<file path="src/hdl/msbp_pkg.sv">
package msbp_pkg;

    typedef enum logic [0:0] {
        CMD_WRITE = 1'b0,
        CMD_FLUSH = 1'b1
    } pack_cmd_t;

    typedef enum logic [0:0] {
        ST_IDLE,
        ST_EMIT
    } ctrl_state_t;

    typedef struct packed {
        logic load;
        logic emit;
    } dp_cmd_t;

    typedef struct packed {
        logic has_word;
        logic out_free;
    } dp_status_t;

endpackage

</file>
<file path="src/hdl/msbp_ctrl.sv">
module msbp_ctrl (
    input  logic                aclk,
    input  logic                aresetn,
    input  logic                s_valid,
    output logic                s_ready,
    input  msbp_pkg::dp_status_t status,
    output msbp_pkg::dp_cmd_t    cmd
);
    import msbp_pkg::*;

    ctrl_state_t state_reg;
    ctrl_state_t state_next;

    always_ff @(posedge aclk) begin
        if (!aresetn) begin
            state_reg <= ST_IDLE;
        end else begin
            state_reg <= state_next;
        end
    end

    always_comb begin
        state_next = state_reg;
        s_ready    = 1'b0;
        cmd        = '0;
        case (state_reg)
            ST_IDLE: begin
                s_ready  = 1'b1;
                cmd.load = s_valid;
                if (s_valid) begin
                    state_next = ST_EMIT;
                end
            end
            ST_EMIT: begin
                if (!status.has_word) begin
                    state_next = ST_IDLE;
                end else begin
                    cmd.emit = status.out_free;
                end
            end
            default: begin
                state_next = ST_IDLE;
            end
        endcase
    end

    a_load_idle: assert property (@(posedge aclk) disable iff (!aresetn)
        cmd.load |-> (state_reg == ST_IDLE))
        else $error("load outside idle");

    a_idle_drained: assert property (@(posedge aclk) disable iff (!aresetn)
        (state_reg == ST_IDLE) |-> !status.has_word)
        else $error("idle with a full word held");

    a_emit_free: assert property (@(posedge aclk) disable iff (!aresetn)
        cmd.emit |-> (status.out_free && status.has_word))
        else $error("emit into busy output register");

endmodule

</file>
<file path="src/hdl/msbp_datapath.sv">
module msbp_datapath #(
    parameter int WORD_BITS      = 8,
    parameter int MAX_FIELD_BITS = 32
) (
    input  logic                 aclk,
    input  logic                 aresetn,
    input  logic                 s_cmd,
    input  logic [5:0]           s_num_bits,
    input  logic [31:0]          s_value,
    output logic [7:0]           m_out_byte,
    output logic                 m_last,
    output logic                 m_valid,
    input  logic                 m_ready,
    input  msbp_pkg::dp_cmd_t    cmd,
    output msbp_pkg::dp_status_t status
);
    import msbp_pkg::*;

    localparam int ACC_W = WORD_BITS - 1 + MAX_FIELD_BITS;
    localparam int CNT_W = $clog2(2 * WORD_BITS + MAX_FIELD_BITS);
    localparam int NW    = $clog2(MAX_FIELD_BITS + 1);
    localparam logic [ACC_W-1:0] ONES = '1;

    logic [ACC_W-1:0] acc_reg, acc_next;
    logic [CNT_W-1:0] total_reg, total_next;
    logic [7:0]       out_byte_reg, out_byte_next;
    logic             last_reg, last_next;
    logic             m_valid_reg, m_valid_next;

    logic [ACC_W-1:0] pend;
    logic [ACC_W-1:0] word;
    logic [NW-1:0]    n_sat;
    logic [31:0]      vmask;
    logic [CNT_W-1:0] sh;

    always_ff @(posedge aclk) begin
        if (!aresetn) begin
            total_reg   <= '0;
            m_valid_reg <= 1'b0;
        end else begin
            total_reg   <= total_next;
            m_valid_reg <= m_valid_next;
        end
    end

    always_ff @(posedge aclk) begin
        acc_reg      <= acc_next;
        out_byte_reg <= out_byte_next;
        last_reg     <= last_next;
    end

    always_comb begin
        pend = acc_reg & (ONES >> (CNT_W'(ACC_W) - total_reg));
        if (s_num_bits > 6'(MAX_FIELD_BITS)) begin
            n_sat = NW'(MAX_FIELD_BITS);
        end else begin
            n_sat = NW'(s_num_bits);
        end
        vmask = s_value & ~(32'hffff_ffff << n_sat);
        sh    = total_reg - CNT_W'(WORD_BITS);
        word  = acc_reg >> sh;

        acc_next      = acc_reg;
        total_next    = total_reg;
        out_byte_next = out_byte_reg;
        last_next     = last_reg;
        m_valid_next  = m_valid_reg && !m_ready;

        if (cmd.load) begin
            if (s_cmd == CMD_FLUSH) begin
                if (total_reg != '0) begin
                    acc_next   = acc_reg << (CNT_W'(WORD_BITS) - total_reg);
                    total_next = CNT_W'(WORD_BITS);
                end
            end else begin
                acc_next   = (pend << n_sat) | ACC_W'(vmask);
                total_next = total_reg + CNT_W'(n_sat);
            end
        end

        if (cmd.emit) begin
            out_byte_next = word[7:0];
            last_next     = total_reg < CNT_W'(2 * WORD_BITS);
            total_next    = sh;
            m_valid_next  = 1'b1;
        end
    end

    assign status.has_word = total_reg >= CNT_W'(WORD_BITS);
    assign status.out_free = !m_valid_reg || m_ready;

    assign m_out_byte = out_byte_reg;
    assign m_last     = last_reg;
    assign m_valid    = m_valid_reg;

    a_emit_full: assert property (@(posedge aclk) disable iff (!aresetn)
        cmd.emit |-> (total_reg >= CNT_W'(WORD_BITS)))
        else $error("emit without a full word");

    a_emit_valid: assert property (@(posedge aclk) disable iff (!aresetn)
        cmd.emit |=> m_valid_reg)
        else $error("emitted beat not presented");

    a_total_bound: assert property (@(posedge aclk) disable iff (!aresetn)
        total_reg <= CNT_W'(ACC_W))
        else $error("bit count overflow");

endmodule

</file>
<file path="src/hdl/msb_first_bit_packer_core.sv">
// MSB-first bit packer: write beats append the low num_bits bits of value (num_bits above
// MAX_FIELD_BITS saturates) and every completed WORD_BITS word leaves as one beat on the
// m_ side, earliest bit in the MSB, low 8 bits of the word on m_out_byte, m_last on the final
// beat of each input item. A flush beat emits the pending partial word padded with zeros and
// empties the buffer; a flush with nothing pending, or a write that fills no word, gives no
// beat. One item at a time: an input beat is loaded, then the emit loop extracts each word
// through the output register, one word per cycle while m_ready allows (it stalls while
// m_ready is low with a beat held), then returns to idle once no full word is left.
module msb_first_bit_packer_core #(
    parameter int WORD_BITS      = 8,
    parameter int MAX_FIELD_BITS = 32
) (
    input  logic        aclk,
    input  logic        aresetn,
    input  logic        s_valid,
    output logic        s_ready,
    input  logic        s_cmd,
    input  logic [5:0]  s_num_bits,
    input  logic [31:0] s_value,
    output logic        m_valid,
    input  logic        m_ready,
    output logic [7:0]  m_out_byte,
    output logic        m_last
);
    import msbp_pkg::*;

    dp_cmd_t    dp_cmd;
    dp_status_t dp_status;

    msbp_ctrl u_ctrl (
        .aclk    (aclk),
        .aresetn (aresetn),
        .s_valid (s_valid),
        .s_ready (s_ready),
        .status  (dp_status),
        .cmd     (dp_cmd)
    );

    msbp_datapath #(
        .WORD_BITS      (WORD_BITS),
        .MAX_FIELD_BITS (MAX_FIELD_BITS)
    ) u_datapath (
        .aclk       (aclk),
        .aresetn    (aresetn),
        .s_cmd      (s_cmd),
        .s_num_bits (s_num_bits),
        .s_value    (s_value),
        .m_out_byte (m_out_byte),
        .m_last     (m_last),
        .m_valid    (m_valid),
        .m_ready    (m_ready),
        .cmd        (dp_cmd),
        .status     (dp_status)
    );

endmodule
</file>
<file path="config.mk">
export PLATFORM = sky130hd
export DESIGN_NAME = msb_first_bit_packer_core
export DESIGN_NICKNAME = d
export VERILOG_FILES = /design/src/hdl/msbp_pkg.sv /design/src/hdl/msbp_ctrl.sv /design/src/hdl/msbp_datapath.sv /design/src/hdl/msb_first_bit_packer_core.sv
export SDC_FILE = /design/constraint.sdc
export NUM_CORES = 1
export LEC_CHECK = 0
export CAP_MARGIN = 5
export CELL_PAD_IN_SITES_DETAIL_PLACEMENT = 0
export CELL_PAD_IN_SITES_GLOBAL_PLACEMENT = 1
export CORE_ASPECT_RATIO = 1.5
export CORE_MARGIN = 2
export CORE_UTILIZATION = 55
export DETAILED_ROUTE_END_ITERATION = 8
export DONT_BUFFER_PORTS = 1
export HOLD_SLACK_MARGIN = 0.12
export PLACE_DENSITY_LB_ADDON = 0.1
export SLEW_MARGIN = 15
export SYNTH_ARGS = -nofsm -noshare
export SYNTH_HDL_FRONTEND = slang
export SYNTH_SLANG_ARGS = --single-unit
</file>
<file path="constraint.sdc">
create_clock -name aclk -period 10.7 [get_ports aclk]
set_input_delay 1.605 -clock aclk [delete_from_list [all_inputs] [get_ports aclk]]
set_output_delay 1.605 -clock aclk [all_outputs]
set_load 0.1 [all_outputs]
</file>
==> results by group <==
Outcome
  – Outcome: completed

Detailed routing
  – Total wire length: 44300 um
  – Final ANT Viol Nets: 0
  – DRT Pass-1 Iters: 6
  – Vias per cell: 8.32
  – Post-DR wirelength/cell: 35.3 um
  – Vias: 10500
  – DRC viols: 0
  – DR iter-0 viols: 2056

Synth
  – Mapped cell area: 9600 um2
  – Syn_nets: 1179
  – Synthesized area per cell: 8.55 um2
  – Leading area contributor after synthesis: mux4_2
  – Leading post-synthesis cells by cell area: mux4_2, edfxtp_1, mux2i_1, nand2_1, nor2_1
  – EDFF count, synth: 48
  – Commonest register cell after synthesis: edfxtp_1
  – Sequential share of the synthesized area: 16.7%
  – Synthesis Warnings: 0
  – Netlist cell types: 93
  – Post-synth top area share: 17.1%
  – Post-synth ARST share: 0%
  – Flops & latches, synth: 56
  – Mapped Cells: 1122

CTS
  – Post-CTS setup buffers: 0
  – Number of clock sinks: 56
  – CTS tree: built
  – # resized after CTS: 0
  – Clk pin slew, worst setup/hold paths: 90 ps
  – Maximum buffer depth of the clock tree: 2
  – H-tree depth: 2
  – Quantity of hold-fixing buffers added after cts: 0
  – Worst skew pair latency: 310 ps
  – CTS buffer count: 5
  – Clock Tree Root: clkbuf_16

Power
  – VDD IR max: 0.102 mV
  – Power after layout: 1.57 mW
  – Leakage: 3.21 nW
  – Power Density: 163 nW/um2

Setup path
  – Worst Path Required: 10720 ps
  – Critical path, cell by cell: inv_2, ha_1, inv_1, nand2_1, nor3_2, mux2i_1, a21oi_1, a211oi_1, o221ai_1
  – Crit Path Max Fanout: 36
  – Buf+Inv Stages, Crit Path: 2
  – Crit-path slowest cell: dfxtp_2
  – Arrival time at the worst endpoint: 5070 ps
  – Worst Setup Start Kind: flop
  – R2r startpoint: u_datapath.total_reg[3]
  – Crit. Startpoint: u_datapath.total_reg[3]
  – Critical path depth: 9
  – Endpoint class of the critical path: flop
  – Crit Path Category: reg2reg
  – Setup crit end: u_datapath.acc_reg[28]
  – RR Endpoint: u_datapath.acc_reg[28]
  – R2R setup slack: 5660 ps
  – Reg2reg path depth: 9
  – Cell family with most CP delay: compound AO/OA/AOI/OAI gates
  – Slowest cell delay on critical path: 930 ps

Layout
  – Design area: 9630 um2
  – Number of flip-flops in the largest register: 39
  – Most common cell after layout, fill and taps aside: nand2_1
  – Most frequent cells in the layout: nand2_1, nor2_1, mux4_2
  – Nets@finish: 1099
  – Fraction of layout cells with a size suffix above 1: 16.4%
  – P&R area growth vs syn: 0.352%
  – Inserted Diodes: 0

Job
  – Max-cap violations: 0

Die
  – Area of the core region: 17200 um2
  – Die H: 166 um
  – Row count: 59
  – Starting density of the core: 55.8%
  – Die area: 18500 um2
  – Top-Level Pins: 54
  – Die X: 112 um

STA
  – Setup violators final: 0
  – Min Tclk post-route: 5040 ps
  – Slew margin rel.: 23.4%
  – Final Hold Vio Count: 0
  – Clock skew: 14.6 ps
  – Setup WS post-layout: 5660 ps
  – Worst Max-Slew Pin Slew: 1150 ps
  – RSZ-0062 raised after global routing: no
  – Slew Viols, Final: 0
  – Final period util: 47.1%
  – Hold Worst Slack: 580 ps
  – Fin Setup TNS: 0 ps
  – Fmax: 198 MHz

Hold path
  – Hold Crit Class: reg2reg

Global route
  – Vias in the first global route: 9775
  – Largest net degree at the start of global routing: 59
  – Initial antenna violation count: 0
  – First-pass GRT wire length: 64900 um
  – Aggregate global routing overflow: 0
  – Gr usage total: 46.6%

Place
  – Pre-CTS setup slack: 6070 ps
  – Detailed placement HPWL: 31400 um
  – Gpl congestion: 1.08
  – IO Port Bufs: 0
  – Dpl cell area: 9460 um2
==> synthesized netlist by cell type, types with 23 or more instances <==
library cell	number
a21oi_1	55
inv_1	23
buf_2	35
nor3_1	26
edfxtp_1	48
o211ai_1	25
o21ai_0	60
mux2i_1	64
nor2_1	96
nand3_1	26
clkbuf_1	43
mux4_2	73
o22ai_1	23
nand2_1	125
a31oi_1	29
mux2_2	24
==> through the flow <==
| stage | cells | util (%) |
|---|---|---|
| 3_3_place_gp | 1248 | 55.0 |
| 4_1_cts | 1256 | 56.0 |
| 5_1_grt | 1256 | 56.0 |
| 2_1_floorplan | 1122 | - |
| 3_5_place_dp | 1248 | 55.0 |
| 6_report | 1256 | 56.0 |
==> cells by family after synthesis <==
logic type | after synthesis | share of synthesized area, %
adders and majority gates | 14 | 1.90
buffers and inverters | 136 | 7.20
xor gates and xnor gates | 9 | 1.06
muxes | 164 | 27.2
and+or+nand+nor | 357 | 17.6
DFF | 56 | 16.7
AOI/OAI and AO/OA | 386 | 28.3
==> power by group <==
part / internal [mW] / switching (mW) / total, mW
Sequential: 0.291 / 0.153 / 0.444
Clock: 0.112 / 0.0924 / 0.205
Combinational: 0.340 / 0.576 / 0.917
==> worst min-delay path by stage <==
stage | startpoint | end | slack [ps] | cells past startpoint
final | u_ctrl.state_reg | u_ctrl.state_reg | 580 | 2
after detailed placement | u_ctrl.state_reg | u_datapath.m_valid | 560 | 2
after global placement | u_ctrl.state_reg | u_ctrl.state_reg | 560 | 2
after floorplan | u_ctrl.state_reg | u_datapath.m_valid | 490 | 2
after CTS | u_ctrl.state_reg | u_ctrl.state_reg | 580 | 2
after global routing | u_ctrl.state_reg | u_datapath.m_valid | 620 | 2
==> layer usage <==
layer	vias up	routed length [um]	track usage (%)
met4	0	4100	31.2
met3	252	5670	9.16
met5	-	0	0.533
li1	4295	-	-
met2	1006	19700	71.7
met1	4897	14900	59.2
==> layout make-up <==
type / instances / area (um2)
Sequential cell: 56 / 1610
Clock buffer: 6 / 129
Clock inverter: 2 / 38.8
Inverter: 27 / 104
Timing Repair Buffer: 22 / 165
Fill cell: 1647 / 7570
Multi-Input combinational cell: 930 / 7320
Tap cell: 213 / 267
==> worst register-to-register path, stage by stage (launching register included) <==
cell and delay [ps]:
dfxtp_2 930, inv_2 380, ha_1 870, inv_1 590
nand2_1 420, nor3_2 110, mux2i_1 210, a21oi_1 150
a211oi_1 860, o221ai_1 260
(Power assumes the default switching activity.)
